## src/hdl/cled_pkg.sv

```systemverilog
// Shared types and constants of the C literal escape decoder.
package cled_pkg;

  // Operation codes of an input transaction.
  localparam logic OP_BEGIN = 1'b0;
  localparam logic OP_CHAR  = 1'b1;

  // Escape phase codes.
  localparam logic [1:0] PH_NONE = 2'd0;
  localparam logic [1:0] PH_ESC  = 2'd1;
  localparam logic [1:0] PH_OCT1 = 2'd2;
  localparam logic [1:0] PH_OCT2 = 2'd3;

  // Result status codes.
  localparam logic [2:0] ST_OK       = 3'd0;
  localparam logic [2:0] ST_EOF      = 3'd1;
  localparam logic [2:0] ST_NEWLINE  = 3'd2;
  localparam logic [2:0] ST_EMPTY    = 3'd3;
  localparam logic [2:0] ST_TOO_MANY = 3'd4;
  localparam logic [2:0] ST_IGNORED  = 3'd5;

  // Character codes.
  localparam logic [7:0] CH_LF     = 8'h0A;
  localparam logic [7:0] CH_CR     = 8'h0D;
  localparam logic [7:0] CH_BS     = 8'h08;
  localparam logic [7:0] CH_TAB    = 8'h09;
  localparam logic [7:0] CH_FF     = 8'h0C;
  localparam logic [7:0] CH_VT     = 8'h0B;
  localparam logic [7:0] CH_BSLASH = 8'h5C;
  localparam logic [7:0] CH_SQUOTE = 8'h27;
  localparam logic [7:0] CH_DQUOTE = 8'h22;
  localparam logic [7:0] CH_ZERO   = 8'h30;
  localparam logic [7:0] CH_SEVEN  = 8'h37;
  localparam logic [7:0] CH_LOW_N  = 8'h6E;
  localparam logic [7:0] CH_LOW_R  = 8'h72;
  localparam logic [7:0] CH_LOW_B  = 8'h62;
  localparam logic [7:0] CH_LOW_T  = 8'h74;
  localparam logic [7:0] CH_LOW_F  = 8'h66;
  localparam logic [7:0] CH_LOW_V  = 8'h76;

  // Depth of the result queue.
  localparam int RES_FIFO_DEPTH = 4;

  typedef struct packed {
    logic        operation;
    logic [7:0]  ch;
    logic        end_of_input;
    logic        is_char_const;
    logic        to_data;
    logic [15:0] size_limit;
  } item_t;

  typedef struct packed {
    logic [7:0]         byte_value;
    logic               byte_valid;
    logic               closed;
    logic signed [31:0] char_value;
    logic [2:0]         status;
    logic               line_advance;
    logic               is_last;
  } res_t;

  typedef struct packed {
    logic        open;
    logic [1:0]  phase;
    logic [8:0]  oct;
    logic [15:0] count;
    logic [31:0] pack_val;
    logic        kind;
    logic        into_data;
    logic [15:0] limit;
  } state_t;

  // Up to two results produced by one item.
  typedef struct packed {
    logic [1:0] n;
    res_t       r0;
    res_t       r1;
  } push_t;

endpackage

```

## src/hdl/cled_in_if.sv

```systemverilog
// Input channel of the C literal escape decoder.
interface cled_in_if;
  logic        valid;
  logic        ready;
  logic        operation;
  logic [7:0]  ch;
  logic        end_of_input;
  logic        is_char_const;
  logic        to_data;
  logic [15:0] size_limit;

  modport source (output valid, operation, ch, end_of_input, is_char_const, to_data,
                  size_limit, input ready);
  modport sink (input valid, operation, ch, end_of_input, is_char_const, to_data,
                size_limit, output ready);
endinterface

```

## src/hdl/cled_out_if.sv

```systemverilog
// Result channel of the C literal escape decoder.
interface cled_out_if;
  logic               valid;
  logic               ready;
  logic [7:0]         byte_value;
  logic               byte_valid;
  logic               closed;
  logic signed [31:0] char_value;
  logic [2:0]         status;
  logic               line_advance;
  logic               is_last;

  modport source (output valid, byte_value, byte_valid, closed, char_value, status,
                  line_advance, is_last, input ready);
  modport sink (input valid, byte_value, byte_valid, closed, char_value, status,
                line_advance, is_last, output ready);
endinterface

```

## src/hdl/cled_step.sv

```systemverilog
// Single-pass decode of one input item: next state and up to two results.
module cled_step #(
  parameter int CHAR_CONST_BYTES = 4
) (
  input  cled_pkg::item_t  item_i,
  input  cled_pkg::state_t state_i,
  output cled_pkg::state_t state_o,
  output cled_pkg::push_t  push_o
);
  import cled_pkg::*;

  localparam logic [15:0] PackBytes = 16'((CHAR_CONST_BYTES < 4) ? CHAR_CONST_BYTES : 4);
  localparam logic [15:0] MaxBytes  = 16'(CHAR_CONST_BYTES);

  typedef struct packed {
    logic        emit;
    res_t        res;
    logic [15:0] count;
    logic [31:0] pack_val;
  } dlv_t;

  function automatic logic is_octal(logic [7:0] c);
    return (c >= CH_ZERO) && (c <= CH_SEVEN);
  endfunction

  function automatic logic [7:0] escape_map(logic [7:0] c);
    logic [7:0] v;
    case (c)
      CH_LOW_N: v = CH_LF;
      CH_LOW_R: v = CH_CR;
      CH_LOW_B: v = CH_BS;
      CH_LOW_T: v = CH_TAB;
      CH_LOW_F: v = CH_FF;
      CH_LOW_V: v = CH_VT;
      default:  v = c;
    endcase
    return v;
  endfunction

  // One decoded byte: packed into a character constant or emitted as a string byte.
  function automatic dlv_t deliver_f(logic [7:0] b, logic [15:0] cnt, logic [31:0] pv,
                                     logic kind, logic data, logic [15:0] lim);
    dlv_t        d;
    logic [31:0] v;
    d          = '0;
    d.count    = cnt;
    d.pack_val = pv;
    v          = {{24{b[7]}}, b};
    if (kind) begin
      if (cnt < PackBytes) begin
        case (cnt[1:0])
          2'd0:    d.pack_val = v;
          2'd1:    d.pack_val = {v[23:0], pv[7:0]};
          2'd2:    d.pack_val = {v[15:0], pv[15:0]};
          default: d.pack_val = {v[7:0], pv[23:0]};
        endcase
      end
    end else if (!data || (lim == 16'd0) || (cnt < lim)) begin
      d.emit           = 1'b1;
      d.res.byte_value = b;
      d.res.byte_valid = 1'b1;
    end else if (cnt == lim) begin
      d.emit       = 1'b1;
      d.res.status = ST_IGNORED;
    end
    if (cnt != 16'hFFFF) begin
      d.count = cnt + 16'd1;
    end
    return d;
  endfunction

  // Closing result of a constant.
  function automatic res_t close_f(logic [2:0] status, logic line, logic [15:0] cnt,
                                   logic [31:0] pv, logic kind, logic data,
                                   logic [15:0] lim);
    res_t r;
    r              = '0;
    r.closed       = 1'b1;
    r.line_advance = line;
    r.status       = status;
    if (kind) begin
      if (status == ST_OK) begin
        if (cnt == 16'd0) begin
          r.status = ST_EMPTY;
        end else if (cnt > MaxBytes) begin
          r.status = ST_TOO_MANY;
        end
      end
      r.char_value = pv;
    end else begin
      r.byte_valid = !data || (lim == 16'd0) || (cnt < lim);
    end
    return r;
  endfunction

  logic        cont_oct;
  logic        first_en;
  logic [7:0]  first_val;
  logic        plain_en;
  logic [7:0]  match;
  dlv_t        d1;
  dlv_t        d2;
  logic [15:0] cnt_m;
  logic [31:0] pk_m;
  logic        a_v;
  logic        b_v;
  res_t        a_r;
  res_t        b_r;
  state_t      nxt;

  // Escape phase handling, then an optional pending byte, then the character itself.
  always_comb begin
    nxt       = state_i;
    a_v       = 1'b0;
    b_v       = 1'b0;
    a_r       = '0;
    b_r       = '0;
    d1        = '0;
    d2        = '0;
    cnt_m     = state_i.count;
    pk_m      = state_i.pack_val;
    first_en  = 1'b0;
    first_val = state_i.oct[7:0];
    plain_en  = 1'b0;
    cont_oct  = !item_i.end_of_input && is_octal(item_i.ch);
    match     = state_i.kind ? CH_SQUOTE : CH_DQUOTE;

    if (item_i.operation == OP_BEGIN) begin
      nxt.open      = 1'b1;
      nxt.phase     = PH_NONE;
      nxt.oct       = '0;
      nxt.count     = '0;
      nxt.pack_val  = '0;
      nxt.kind      = item_i.is_char_const;
      nxt.into_data = item_i.to_data;
      nxt.limit     = item_i.size_limit;
    end else if (state_i.open) begin
      case (state_i.phase)
        PH_ESC: begin
          nxt.phase = PH_NONE;
          if (item_i.end_of_input) begin
            a_v      = 1'b1;
            a_r      = close_f(ST_EOF, 1'b0, state_i.count, state_i.pack_val,
                               state_i.kind, state_i.into_data, state_i.limit);
            nxt.open = 1'b0;
          end else if (item_i.ch == CH_LF) begin
            a_v              = 1'b1;
            a_r.line_advance = 1'b1;
          end else if (is_octal(item_i.ch)) begin
            nxt.oct   = {6'd0, item_i.ch[2:0]};
            nxt.phase = PH_OCT1;
          end else begin
            first_en  = 1'b1;
            first_val = escape_map(item_i.ch);
          end
        end
        PH_OCT1: begin
          if (cont_oct) begin
            nxt.oct   = {state_i.oct[5:0], item_i.ch[2:0]};
            nxt.phase = PH_OCT2;
          end else begin
            nxt.phase = PH_NONE;
            first_en  = 1'b1;
            plain_en  = 1'b1;
          end
        end
        PH_OCT2: begin
          nxt.phase = PH_NONE;
          first_en  = 1'b1;
          if (cont_oct) begin
            nxt.oct   = {state_i.oct[5:0], item_i.ch[2:0]};
            first_val = {state_i.oct[4:0], item_i.ch[2:0]};
          end else begin
            plain_en = 1'b1;
          end
        end
        default: plain_en = 1'b1;
      endcase

      // Pending byte from an escape or octal run.
      d1 = deliver_f(first_val, state_i.count, state_i.pack_val, state_i.kind,
                     state_i.into_data, state_i.limit);
      if (first_en) begin
        a_v   = d1.emit;
        a_r   = d1.res;
        cnt_m = d1.count;
        pk_m  = d1.pack_val;
      end
      nxt.count    = cnt_m;
      nxt.pack_val = pk_m;

      // The character as ordinary text.
      d2 = deliver_f(item_i.ch, cnt_m, pk_m, state_i.kind, state_i.into_data,
                     state_i.limit);
      if (plain_en) begin
        if (item_i.end_of_input) begin
          b_v       = 1'b1;
          b_r       = close_f(ST_EOF, 1'b0, cnt_m, pk_m, state_i.kind,
                              state_i.into_data, state_i.limit);
          nxt.open  = 1'b0;
          nxt.phase = PH_NONE;
        end else if (item_i.ch == match) begin
          b_v       = 1'b1;
          b_r       = close_f(ST_OK, 1'b0, cnt_m, pk_m, state_i.kind,
                              state_i.into_data, state_i.limit);
          nxt.open  = 1'b0;
          nxt.phase = PH_NONE;
        end else if (item_i.ch == CH_LF) begin
          b_v       = 1'b1;
          b_r       = close_f(ST_NEWLINE, 1'b1, cnt_m, pk_m, state_i.kind,
                              state_i.into_data, state_i.limit);
          nxt.open  = 1'b0;
          nxt.phase = PH_NONE;
        end else if (item_i.ch == CH_BSLASH) begin
          nxt.phase = PH_ESC;
        end else begin
          b_v          = d2.emit;
          b_r          = d2.res;
          nxt.count    = d2.count;
          nxt.pack_val = d2.pack_val;
        end
      end
    end

    a_r.is_last = !b_v;
    b_r.is_last = 1'b1;
  end

  // Compact the results so that the first one always sits in slot zero.
  assign state_o   = nxt;
  assign push_o.n  = {1'b0, a_v} + {1'b0, b_v};
  assign push_o.r0 = a_v ? a_r : b_r;
  assign push_o.r1 = b_r;

endmodule

```

## src/hdl/cled_res_fifo.sv

```systemverilog
// Result queue: takes up to two results a cycle, hands out one.
module cled_res_fifo (
  input  logic            clk_i,
  input  logic            rst_ni,
  input  logic            push_en_i,
  input  cled_pkg::push_t push_i,
  output logic            room_o,
  output logic            valid_o,
  input  logic            ready_i,
  output cled_pkg::res_t  data_o
);
  import cled_pkg::*;

  localparam int PtrW = $clog2(RES_FIFO_DEPTH);
  localparam int CntW = $clog2(RES_FIFO_DEPTH + 1);

  res_t            mem_q [RES_FIFO_DEPTH];
  logic [PtrW-1:0] wr_q, wr_d;
  logic [PtrW-1:0] rd_q, rd_d;
  logic [CntW-1:0] cnt_q, cnt_d;
  logic [1:0]      num;
  logic            pop;

  assign num     = push_en_i ? push_i.n : 2'd0;
  assign pop     = valid_o && ready_i;
  assign valid_o = (cnt_q != '0);
  assign room_o  = (cnt_q <= CntW'(RES_FIFO_DEPTH - 2));
  assign data_o  = mem_q[rd_q];

  // Pointer and fill level update.
  assign wr_d  = wr_q + PtrW'(num);
  assign rd_d  = rd_q + PtrW'(pop);
  assign cnt_d = cnt_q + CntW'(num) - CntW'(pop);

  always_ff @(posedge clk_i or negedge rst_ni) begin
    if (!rst_ni) begin
      wr_q  <= '0;
      rd_q  <= '0;
      cnt_q <= '0;
    end else begin
      wr_q  <= wr_d;
      rd_q  <= rd_d;
      cnt_q <= cnt_d;
    end
  end

  // Storage writes for one or two results.
  always_ff @(posedge clk_i) begin
    if (num != 2'd0) begin
      mem_q[wr_q] <= push_i.r0;
    end
    if (num == 2'd2) begin
      mem_q[wr_q + PtrW'(1)] <= push_i.r1;
    end
  end

`ifndef SYNTHESIS
  a_no_overflow: assert property (@(posedge clk_i) disable iff (!rst_ni)
    cnt_q <= CntW'(RES_FIFO_DEPTH))
    else $error("result queue overflow");

  a_push_has_room: assert property (@(posedge clk_i) disable iff (!rst_ni)
    (num != 2'd0) |-> (cnt_q <= CntW'(RES_FIFO_DEPTH - 2)))
    else $error("result pushed without room");
`endif

endmodule

```

## src/hdl/c_literal_escape_decoder.sv

```systemverilog
// Top level of the C string and character constant escape decoder.
//
// Usage: src_i carries one transaction per source item. A begin item
// (operation 0) opens a constant and gives its kind, the size limit and the
// data flag; each character item (operation 1) gives one source byte or the
// end of input. res_o returns zero, one or two results per item, the last
// one marked by is_last; items that give no result produce no transaction.
// Path: an item taken into the input register is decoded into the result
// queue once the queue has room, and its results leave from the queue head.
// Throughput: one item per cycle while items give at most one result and
// res_o.ready stays high; two results of one item leave one at a time. The
// rate is set by the single result port behind a four-entry result queue.
// Reset: all constants are closed, the input register and the result queue
// are emptied.
// Stall: while res_o.ready is low the queue fills; once fewer than two
// entries are free the held item waits and src_i.ready falls.
module c_literal_escape_decoder #(
  parameter int CHAR_CONST_BYTES = 4
) (
  input logic        clk_i,
  input logic        rst_ni,
  cled_in_if.sink    src_i,
  cled_out_if.source res_o
);
  import cled_pkg::*;

  logic   in_v_q;
  item_t  in_q;
  item_t  src_item;
  state_t state_q;
  state_t state_d;
  push_t  push;
  res_t   head;
  logic   room;
  logic   fire;
  logic   take;

  assign src_item = '{operation:     src_i.operation,
                      ch:            src_i.ch,
                      end_of_input:  src_i.end_of_input,
                      is_char_const: src_i.is_char_const,
                      to_data:       src_i.to_data,
                      size_limit:    src_i.size_limit};

  // Input register: refills in the same cycle it is decoded.
  assign fire        = in_v_q && room;
  assign src_i.ready = !in_v_q || room;
  assign take        = src_i.valid && src_i.ready;

  always_ff @(posedge clk_i or negedge rst_ni) begin
    if (!rst_ni) begin
      in_v_q <= 1'b0;
    end else if (take) begin
      in_v_q <= 1'b1;
    end else if (fire) begin
      in_v_q <= 1'b0;
    end
  end

  always_ff @(posedge clk_i) begin
    if (take) begin
      in_q <= src_item;
    end
  end

  // Decode state.
  always_ff @(posedge clk_i or negedge rst_ni) begin
    if (!rst_ni) begin
      state_q <= '0;
    end else if (fire) begin
      state_q <= state_d;
    end
  end

  cled_step #(
    .CHAR_CONST_BYTES(CHAR_CONST_BYTES)
  ) u_step (
    .item_i (in_q),
    .state_i(state_q),
    .state_o(state_d),
    .push_o (push)
  );

  cled_res_fifo u_fifo (
    .clk_i    (clk_i),
    .rst_ni   (rst_ni),
    .push_en_i(fire),
    .push_i   (push),
    .room_o   (room),
    .valid_o  (res_o.valid),
    .ready_i  (res_o.ready),
    .data_o   (head)
  );

  // Result port.
  assign res_o.byte_value   = head.byte_value;
  assign res_o.byte_valid   = head.byte_valid;
  assign res_o.closed       = head.closed;
  assign res_o.char_value   = head.char_value;
  assign res_o.status       = head.status;
  assign res_o.line_advance = head.line_advance;
  assign res_o.is_last      = head.is_last;

`ifndef SYNTHESIS
  a_close_is_last: assert property (@(posedge clk_i) disable iff (!rst_ni)
    (res_o.valid && res_o.closed) |-> res_o.is_last)
    else $error("closing result is not the last of its item");

  a_ignored_no_byte: assert property (@(posedge clk_i) disable iff (!rst_ni)
    (res_o.valid && (res_o.status == ST_IGNORED)) |-> (!res_o.byte_valid && !res_o.closed))
    else $error("ignored-byte result carries a byte or closes");

  a_begin_opens: assert property (@(posedge clk_i) disable iff (!rst_ni)
    (fire && (in_q.operation == OP_BEGIN)) |=> (state_q.open && (state_q.phase == PH_NONE)))
    else $error("begin item did not open a constant");

  a_idle_no_escape: assert property (@(posedge clk_i) disable iff (!rst_ni)
    !state_q.open |-> (state_q.phase == PH_NONE))
    else $error("escape pending while no constant is open");
`endif

endmodule

```

## src/flat_wrapper.sv

```systemverilog
// flat-port wrapper written by rule: the top's interface ports become plain ports
module c_literal_escape_decoder_flat import cled_pkg::*;
#(
  parameter int CHAR_CONST_BYTES = 4
)
  (clk_i, rst_ni, src_i_valid, src_i_operation, src_i_ch, src_i_end_of_input, src_i_is_char_const, src_i_to_data, src_i_size_limit, src_i_ready, res_o_valid, res_o_byte_value, res_o_byte_valid, res_o_closed, res_o_char_value, res_o_status, res_o_line_advance, res_o_is_last, res_o_ready);
  cled_in_if src_i_i ();
  cled_out_if res_o_i ();
  input logic clk_i;
  input logic rst_ni;
  input wire logic [$bits(src_i_i.valid)-1:0] src_i_valid;
  input wire logic [$bits(src_i_i.operation)-1:0] src_i_operation;
  input wire logic [$bits(src_i_i.ch)-1:0] src_i_ch;
  input wire logic [$bits(src_i_i.end_of_input)-1:0] src_i_end_of_input;
  input wire logic [$bits(src_i_i.is_char_const)-1:0] src_i_is_char_const;
  input wire logic [$bits(src_i_i.to_data)-1:0] src_i_to_data;
  input wire logic [$bits(src_i_i.size_limit)-1:0] src_i_size_limit;
  output wire logic [$bits(src_i_i.ready)-1:0] src_i_ready;
  output wire logic [$bits(res_o_i.valid)-1:0] res_o_valid;
  output wire logic [$bits(res_o_i.byte_value)-1:0] res_o_byte_value;
  output wire logic [$bits(res_o_i.byte_valid)-1:0] res_o_byte_valid;
  output wire logic [$bits(res_o_i.closed)-1:0] res_o_closed;
  output wire logic [$bits(res_o_i.char_value)-1:0] res_o_char_value;
  output wire logic [$bits(res_o_i.status)-1:0] res_o_status;
  output wire logic [$bits(res_o_i.line_advance)-1:0] res_o_line_advance;
  output wire logic [$bits(res_o_i.is_last)-1:0] res_o_is_last;
  input wire logic [$bits(res_o_i.ready)-1:0] res_o_ready;
  assign src_i_i.valid = src_i_valid;
  assign src_i_i.operation = src_i_operation;
  assign src_i_i.ch = src_i_ch;
  assign src_i_i.end_of_input = src_i_end_of_input;
  assign src_i_i.is_char_const = src_i_is_char_const;
  assign src_i_i.to_data = src_i_to_data;
  assign src_i_i.size_limit = src_i_size_limit;
  assign src_i_ready = src_i_i.ready;
  assign res_o_valid = res_o_i.valid;
  assign res_o_byte_value = res_o_i.byte_value;
  assign res_o_byte_valid = res_o_i.byte_valid;
  assign res_o_closed = res_o_i.closed;
  assign res_o_char_value = res_o_i.char_value;
  assign res_o_status = res_o_i.status;
  assign res_o_line_advance = res_o_i.line_advance;
  assign res_o_is_last = res_o_i.is_last;
  assign res_o_i.ready = res_o_ready;
  c_literal_escape_decoder #(.CHAR_CONST_BYTES(CHAR_CONST_BYTES)) u_core (.clk_i(clk_i), .rst_ni(rst_ni), .src_i(src_i_i), .res_o(res_o_i));
endmodule
```

## config.mk

```make
export PLATFORM = sky130hd
export DESIGN_NAME = c_literal_escape_decoder_flat
export DESIGN_NICKNAME = d
export VERILOG_FILES = /design/src/hdl/cled_pkg.sv /design/src/hdl/cled_in_if.sv /design/src/hdl/cled_out_if.sv /design/src/hdl/cled_step.sv /design/src/hdl/cled_res_fifo.sv /design/src/hdl/c_literal_escape_decoder.sv /design/src/flat_wrapper.sv
export SDC_FILE = /design/constraint.sdc
export NUM_CORES = 1
export LEC_CHECK = 0
export ABC_AREA = 1
export BUFFER_PORTS_ARGS = -buffer_cell sky130_fd_sc_hd__buf_2
export CAP_MARGIN = 5
export CORE_MARGIN = 2
export CORE_UTILIZATION = 57
export DETAILED_ROUTE_END_ITERATION = 12
export PLACE_DENSITY = 0.77
export SYNTH_ARGS = -nofsm -noshare
export SYNTH_HDL_FRONTEND = slang
export SYNTH_HIERARCHICAL = 1
export SYNTH_SLANG_ARGS = --single-unit
```

## constraint.sdc

```tcl
create_clock -name clk_i -period 5.1 [get_ports clk_i]
set_input_delay 1.02 -clock clk_i [delete_from_list [all_inputs] [get_ports clk_i]]
set_output_delay 1.02 -clock clk_i [all_outputs]
set_load 0.01 [all_outputs]
```

Word level (Yosys, flattened, before mapping). Memories as Yosys holds them, arrays and structs flattened. Cells that the tools add are included. W data, S select, Z words.

Add/subtract/negate cells: 8. Magnitude comparators: 8. Equality and inequality tests: 26. Muxes and demuxes: 105. Bitwise operators: 1. Reductions and logical operators: 24.

Operators with widths (count): $mux W47 (11); $mux W48 (5); $mux W32 (7); $pmux W31 S3 (2); $mux W60 (2); $mux W16 (5); $eq A8 B7 Y1 const B (7); $pmux W8 S6 (1); $mux W39 (1); $mux W1 (37); $mux W37 (1); $mux W3 (12); $mux W35 (1); $mux W11 (3); $pmux W11 S3 (1); $add A16 B1 Y16 const B (2); $eq A16 B16 Y1 (2); $logic_not A16 Y1 (2); $lt A16 B16 Y1 (2); $lt A16 B3 Y1 const B (2); $mux W8 (4); $ne A16 B16 Y1 const B (2); $mux W9 (3); $mux W10 (2); 31 further kinds (55).

Bits in registers: 114. Memory bits (writable): 188. Bits of input ports: 32. Word-level logic and storage cells: 191. Memories: 1.

Memories: u_core.u_fifo.mem_q (words 4, bits a word 47, read ports 1, clocked after memory_dff 0, wr ports 2, line cled_res_fifo.sv:17) `res_t mem_q [RES_FIFO_DEPTH];`.

Logic depth before layout (Yosys ltp). Gate-level depths: netlist (run 1).

Depth after elaboration: 27. Mapped depth: 32. Gate-level depth less buffers: 31.

By module. The synthesis (run 1) kept the hierarchy.

By module, submodules not included: cled_res_fifo (times used 1, cells an instance 1030, area an instance 9719.3 sq um, sequential area each 5820.6 sq um); cled_step (times used 1, cells an instance 1324, area an instance 6462.4 sq um, sequential area each 0.0 sq um); c_literal_escape_decoder (times used 1, cells an instance 374, area an instance 3985.1 sq um, sequential area each 2817.7 sq um).

Worst setup path after synthesis (run 1). Ideal clock, no wire load.

Path type: reg-to-reg. Start: reg u_core/state_q[51] in the netlist's numbering. End: mem u_core/u_fifo/mem_q[1][0] in the netlist's numbering (enable). Data arrival time: 4.741 ns. Data required time: 4.695 ns. Slack: -0.046 ns. Stages on the path, launching flop included: 28. Period minus slack after synthesis: 5.146 ns. Path through: dfrtp_1 ha_1 buf_4 inv_2 nor2_2 nand2_1 nor2_4 buf_6 nand2_1 o21ai_0 nand2_1 nand2_1 inv_1 ha_1 inv_1 o21bai_1 a221oi_1 nor2_1 o21ai_0 nand2_1 nand2_1 nand2_1 a31oi_1 ha_1 nor2_8 nand2_2 clkbuf_1 nand2_1.

RTL lines: start, declared (line c_literal_escape_decoder.sv:30) `state_t state_q;`; start signal, assigned (line c_literal_escape_decoder.sv:71) `state_q <= state_d;`; end, declared (line cled_res_fifo.sv:17).

==> results of run 1 <==
[state kept, by name, summed over array words and instances, names as in the netlist]
signal and count:
u_core/u_fifo/rd_q 2, u_core/u_fifo/wr_q 2, u_core/state_q 77, u_core/u_fifo/mem_q 188, u_core/in_v_q 1, u_core/in_q 28
u_core/u_fifo/cnt_q 3
[stage by stage]
stage / power [W] / utilization / setup WS (ns) / cells / hold slack (ns)
after CTS: 0.0118 / 0.632 / 0.179 / 3226 / 0.473
after global routing: 0.0128 / 0.633 / 0.0113 / 3226 / 0.497
after floorplan: 0.00758 / - / 0.385 / 2721 / 0.437
after detailed placement: 0.00947 / 0.601 / 0.210 / 3162 / 0.458
after global placement: 0.00933 / 0.601 / 0.325 / 3162 / 0.453
final: 0.0119 / 0.633 / 0.387 / 3226 / 0.470
[critical path, delay by kind of cell (launching register included)]
family                   cells  cell delay [ns]
AO/OA/AOI/OAI                4             0.59
adder cells (fa/ha/maj)      5             1.39
buffers and inverters        4             0.50
flip-flops                   1             0.43
AND/OR/NAND/NOR             16             1.67
[layout make-up]
class                      instances  area share
timing repair buffer             142      0.0459
clock inverter                    23     0.00725
multi-input combinational       2003       0.441
sequential                       301       0.393
tap                              455      0.0260
inverter                         261      0.0447
clock buffer                      41      0.0419
[how the worst max path moves through the flow]
stage	slack (ns)	start	to
after global routing	0.01	u_core/state_q[50]$_DFFE_PN0P_	u_core/u_fifo/cnt_q[2]$_DFF_PN0_
after floorplan	0.38	u_core/state_q[51]$_DFFE_PN0P_	u_core/u_fifo/mem_q[1][0]$_DFFE_PP_
after global placement	0.33	u_core/in_q[26]$_DFFE_PP_	u_core/u_fifo/cnt_q[2]$_DFF_PN0_
after detailed placement	0.21	u_core/in_q[26]$_DFFE_PP_	u_core/u_fifo/cnt_q[2]$_DFF_PN0_
after CTS	0.18	u_core/in_q[26]$_DFFE_PP_	u_core/u_fifo/cnt_q[2]$_DFF_PN0_
final	0.39	u_core/state_q[50]$_DFFE_PN0P_	u_core/u_fifo/cnt_q[2]$_DFF_PN0_
[what timing repair did]
action / CTS / global route
endpoints found under the setup margin: 0 / 345
gates resized for setup: 0 / 7
endpoints found under the hold margin: 0 / 0
hold buffers: 0 / 0
[report_power, final]
group          leakage, nW  switching [W]  total [W]  internal, W
Combinational         5.37        0.00437    0.00619      0.00182
Sequential            3.18       0.000317    0.00338      0.00306
Clock                0.529        0.00101    0.00236      0.00135
[routing by layer]
layer,track usage,share of wire,vias up
met2,0.547,0.46,1022
met4,0.151,0.044,0
met3,0.0479,0.090,175
met1,0.457,0.41,8894
met5,0,0,-
li1,-,-,9158
==> flow_summary.toml, run 1 <==
[status]
status = "finished, final reports clean"

[hold_path]
holdPathEnd = "u_core/state_q[26]$_DFFE_PN0P_"
min_from = "u_core/state_q[26]$_DFFE_PN0P_"
holdPathStages = 2
holdCritPathClass = "reg -> reg"

[drt]
drc = 0
vias = 19200
dr.pass1.iters = 6
avgViaCountPerCell = 5.97
drt_iter0_markers = 2282
wl_mm = 61.8
ant_nets = 0
avgRoutedWirePerCell_microns = 19.1

[worst_setup_path]
worst_ep_arrival_time_ns = 5.12
crit_type = "reg -> reg"
crit_path_frequent_cell = "nand2_1"
cp-start-kind = "flop"
r2r_slack_ns = 0.39
reg2reg_to = "u_core/u_fifo/cnt_q[2]$_DFF_PN0_"
r2r_cells = 29
worstPathMaxFanout = 10
cp-end-kind = "flop"
crit-reg2reg-launch = "u_core/state_q[50]$_DFFE_PN0P_"
cp_slowest_cell = "dfrtp_1"
crit_required_ns = 5.50
critical-path-max-stage-delay_ns = 0.43

[layout]
areaGrowthSynthToFinish_pct = 9.07
multi_input_area_sq_um = 9680
diodes = 0
seqCellArea_sq_um = 8620
final_net_count = 2822
design_area_sq_um = 21900
final_cell_mix = "728 x nand2_1, 305 x nor2_1, 298 x o21ai_0"
drive_above_1_share = 0.109
final_common_cell = "nand2_1"
nFillCells = 3081

[floorplanning]
die_h_microns = 192
coreArea_sq_um = 34600
initial_utilization = 0.581
dieArea_sq_um = 36800
row_count = 68
pin_count = 81
die_w_microns = 192

[clocking]
cts_tree = "yes"
clock_latency_ns = 0.53
cts_made_buffers = 35
cts_root_buf = "clkbuf_16"
htree_levels = 2
cts.clk_slew.worst_paths_ns = 0.06
cts_buffer_depth = 3
clock_sinks = 301
post_cts_buffers = 0

[placement]
portBuffers = 80
gp_congestion = 1.02
place_area_sq_um = 20800
dp_hpwl_mm = 43.1

[sta]
relSlewSlack = 0.326
drv_slew = 0
tightestPinTransition_ns = 1.01
rsz0062_at_grt = "false"
fmax_mhz = 212
setup-tns-final_ns = 0
hold_violations = 0
period_share = 0.924
finClkSkew_ns = 0.0276
setup_violations = 0
fin_crit_ns = 4.71

[logic_synthesis]
synth_warnings = 6
synth_cells = 2721
synth_area_per_cell_sq_um = 7.39
synth_area_sq_um = 20100
synth.net_count = 2799

[global_route]
grt_pass1_vias = 17700
grt_pass1_wl_mm = 97.5
grt.total_usage = 0.339
grt_max_degree = 82
antenna_found_initial = 0
grt_overflow = 0

[power_and_ir_drop]
power.density_nw_per_um2 = 544
vdd_drop_max_uv = 533
p_leak_nw = 9.08

[flow_run]
drv_cap = 0
Note: power is estimated with default switching activity, not from simulation.
==> inputs of run 2 (changes only) <==
--- a/config.mk
+++ b/config.mk
@@ -8,7 +8,6 @@
 export ABC_AREA = 1
 export BUFFER_PORTS_ARGS = -buffer_cell sky130_fd_sc_hd__buf_2
 export CAP_MARGIN = 5
-export CORE_MARGIN = 2
 export CORE_UTILIZATION = 57
 export DETAILED_ROUTE_END_ITERATION = 12
 export PLACE_DENSITY = 0.77
==> run 2 against run 1 <==
  * Via count grew 1.4%
  * Global-route usage grew 1.9 points
  * Total power up 2.1%
  * Highest routed layer unchanged
  * Non-clock buffer count rose by 19
  * Final cell count grew 0.46%
  * Largest power group unchanged
  * Utilization rose by 0.56 points
  * First-iteration DRC count shrank 3.6%
  * Flip-flop and latch count is the same
==> flow_summary.toml, run 2 (synthesis gave the netlist of run 1 again) <==
[drt]
vias = 19500
drc = 0
wl_mm = 64.3
avgRoutedWirePerCell_microns = 19.8
drt_iter0_markers = 2199
dr.pass1.iters = 6
avgViaCountPerCell = 6.02
ant_nets = 0

[placement]
dp_hpwl_mm = 44.3
portBuffers = 80
gp_congestion = 1.02
place_ws_ns = 0.204
dp_cells = 3174

[worst_setup_path]
critPathBufInv = 4
worstPathMaxFanout = 14
cp_slowest_cell = "edfxtp_1"
worst_ep_arrival_time_ns = 5.00
path_cells = "nor2_2 -> nand4_2 -> buf_4 -> nand2_1 -> nand2_1 -> nand2_4 -> buf_4 -> nand2_1 -> nand2_2 -> inv_2 -> ha_1 -> nand4_1 -> nor3_2 -> o21ai_0 -> nand2_1 -> nand2_1 -> nand2_1 -> a31oi_2 -> ha_1 -> nand2_1 -> nand2_1 -> nand2_1 -> nand2_2 -> buf_12"
cp-start-kind = "flop"
crit_path_frequent_cell = "nand2_1"
critical-path-max-stage-delay_ns = 0.49
cp-end-kind = "flop"
crit_required_ns = 5.34
crit_family = "simple AND/OR/NAND/NOR gates"
crit_type = "reg -> reg"

[sta]
drv_slew = 0
period_share = 0.934
setup_violations = 0
fmax_mhz = 210
rsz0062_at_grt = "false"
hold_violations = 0
setup-tns-final_ns = 0
relSlewSlack = 0.262
layout_setup_ws_ns = 0.339
tightestPinTransition_ns = 1.10
finClkSkew_ns = 0.0128
fin_crit_ns = 4.76

[clocking]
clock_latency_ns = 0.54
holdBufCountCts = 0
cts_made_buffers = 34
clock_sinks = 301
cts_buffer_depth = 3
cts_tree = "yes"
cts.clk_slew.worst_paths_ns = 0.06
cts_root_buf = "clkbuf_16"
htree_levels = 2

[global_route]
grt_max_degree = 95
grt_pass1_wl_mm = 101
antenna_found_initial = 0
grt.total_usage = 0.359
grt_pass1_vias = 18200
grt_overflow = 0

[hold_path]
holdCritPathClass = "reg -> reg"

[layout]
final_common_cell = "nand2_1"
largestRegisters = "u_core/u_fifo/mem_q (188), u_core/state_q (77), u_core/in_q (28)"
final_cell_count_no_fill = 3241
largest-register = "u_core/u_fifo/mem_q"
final_net_count = 2840
diodes = 0
largest_reg_flops = 188
final_cell_mix = "728 x nand2_1, 306 x nor2_1, 298 x o21ai_0"
nFillCells = 3043
drive_above_1_share = 0.115
areaGrowthSynthToFinish_pct = 10.0

[floorplanning]
pin_count = 81
row_count = 68
initial_utilization = 0.581
coreArea_sq_um = 34600
die_w_microns = 190
die_h_microns = 190
dieArea_sq_um = 36000

[power_and_ir_drop]
vdd_drop_max_uv = 507
power.density_nw_per_um2 = 550
p_leak_nw = 9.18

[status]
status = "finished, final reports clean"

[flow_run]
drv_cap = 0
[run 2: timing repair]
| action | 4_1_cts | 5_1_grt |
|---|---|---|
| buffers inserted | 0 | 7 |
| endpoints found under the setup margin | 0 | 341 |
| resized for setup | 0 | 5 |
| hold endpoints to repair | 0 | 0 |
[run 2: final timing paths]
kind / cells after the start / slack [ns] / start / endpoint
worst min register to register: 2 / 0.47 / u_core/state_q[31]$_DFFE_PN0P_ / u_core/state_q[31]$_DFFE_PN0P_
worst min-delay path: 2 / 0.47 / u_core/state_q[31]$_DFFE_PN0P_ / u_core/state_q[31]$_DFFE_PN0P_
min in group asynchronous: 1 / 0.57 / rst_ni / u_core/state_q[4]$_DFFE_PN0P_
max in group asynchronous: 2 / 3.54 / rst_ni / u_core/state_q[31]$_DFFE_PN0P_
worst max register to register: 24 / 0.34 / u_core/in_q[25]$_DFFE_PP_ / u_core/u_fifo/mem_q[0][28]$_DFFE_PP_
worst max-delay path: 24 / 0.34 / u_core/in_q[25]$_DFFE_PP_ / u_core/u_fifo/mem_q[0][28]$_DFFE_PP_
[run 2: area by class of cell]
cell class / count / area (sq um) / area share
timing repair buffer: 161 / 1200 / 0.0542
sequential: 301 / 8620 / 0.389
inverter: 261 / 983 / 0.0444
clock inverter: 17 / 185 / 0.00837
clock buffer: 43 / 916 / 0.0414
tap: 455 / 569 / 0.0257
multi-input combinational: 2003 / 9660 / 0.436
[run 2: stage by stage]
stage                     total power [W]  hold slack (ns)   util  instance area (sq um)
final                              0.0122            0.467  0.639                  22100
after global routing               0.0130            0.494  0.639                  22100
after CTS                          0.0120            0.473  0.637                  22100
after detailed placement          0.00956            0.458  0.605                  21000
after global placement            0.00947            0.453  0.605                  21000
after floorplan                   0.00758            0.437      -                  20100
[run 2: routing by layer]
layer / vias up / GRT usage / share of wire
li1: 9181 / - / -
met1: 9147 / 0.481 / 0.41
met2: 1040 / 0.589 / 0.46
met3: 149 / 0.0469 / 0.087
met4: 0 / 0.145 / 0.040
met5: - / 0 / 0
[run 2: worst register-to-register path, cell delays in order, from the launching register on]
cell and delay [ns]:
edfxtp_1 0.49, nor2_2 0.21, nand4_2 0.20, buf_4 0.22, nand2_1 0.06, nand2_1 0.10
nand2_4 0.19, buf_4 0.15, nand2_1 0.05, nand2_2 0.11, inv_2 0.07, ha_1 0.27
nand4_1 0.16, nor3_2 0.26, o21ai_0 0.14, nand2_1 0.15, nand2_1 0.09, nand2_1 0.13
a31oi_2 0.13, ha_1 0.42, nand2_1 0.12, nand2_1 0.15, nand2_1 0.08, nand2_2 0.32
buf_12 0.23
[run 2: report_power, final]
group          switching, W  leakage [nW]  internal, W
Sequential         0.000306          3.18      0.00306
Clock               0.00103         0.538      0.00144
Combinational       0.00448          5.47      0.00187
Total               0.00581          9.18      0.00637
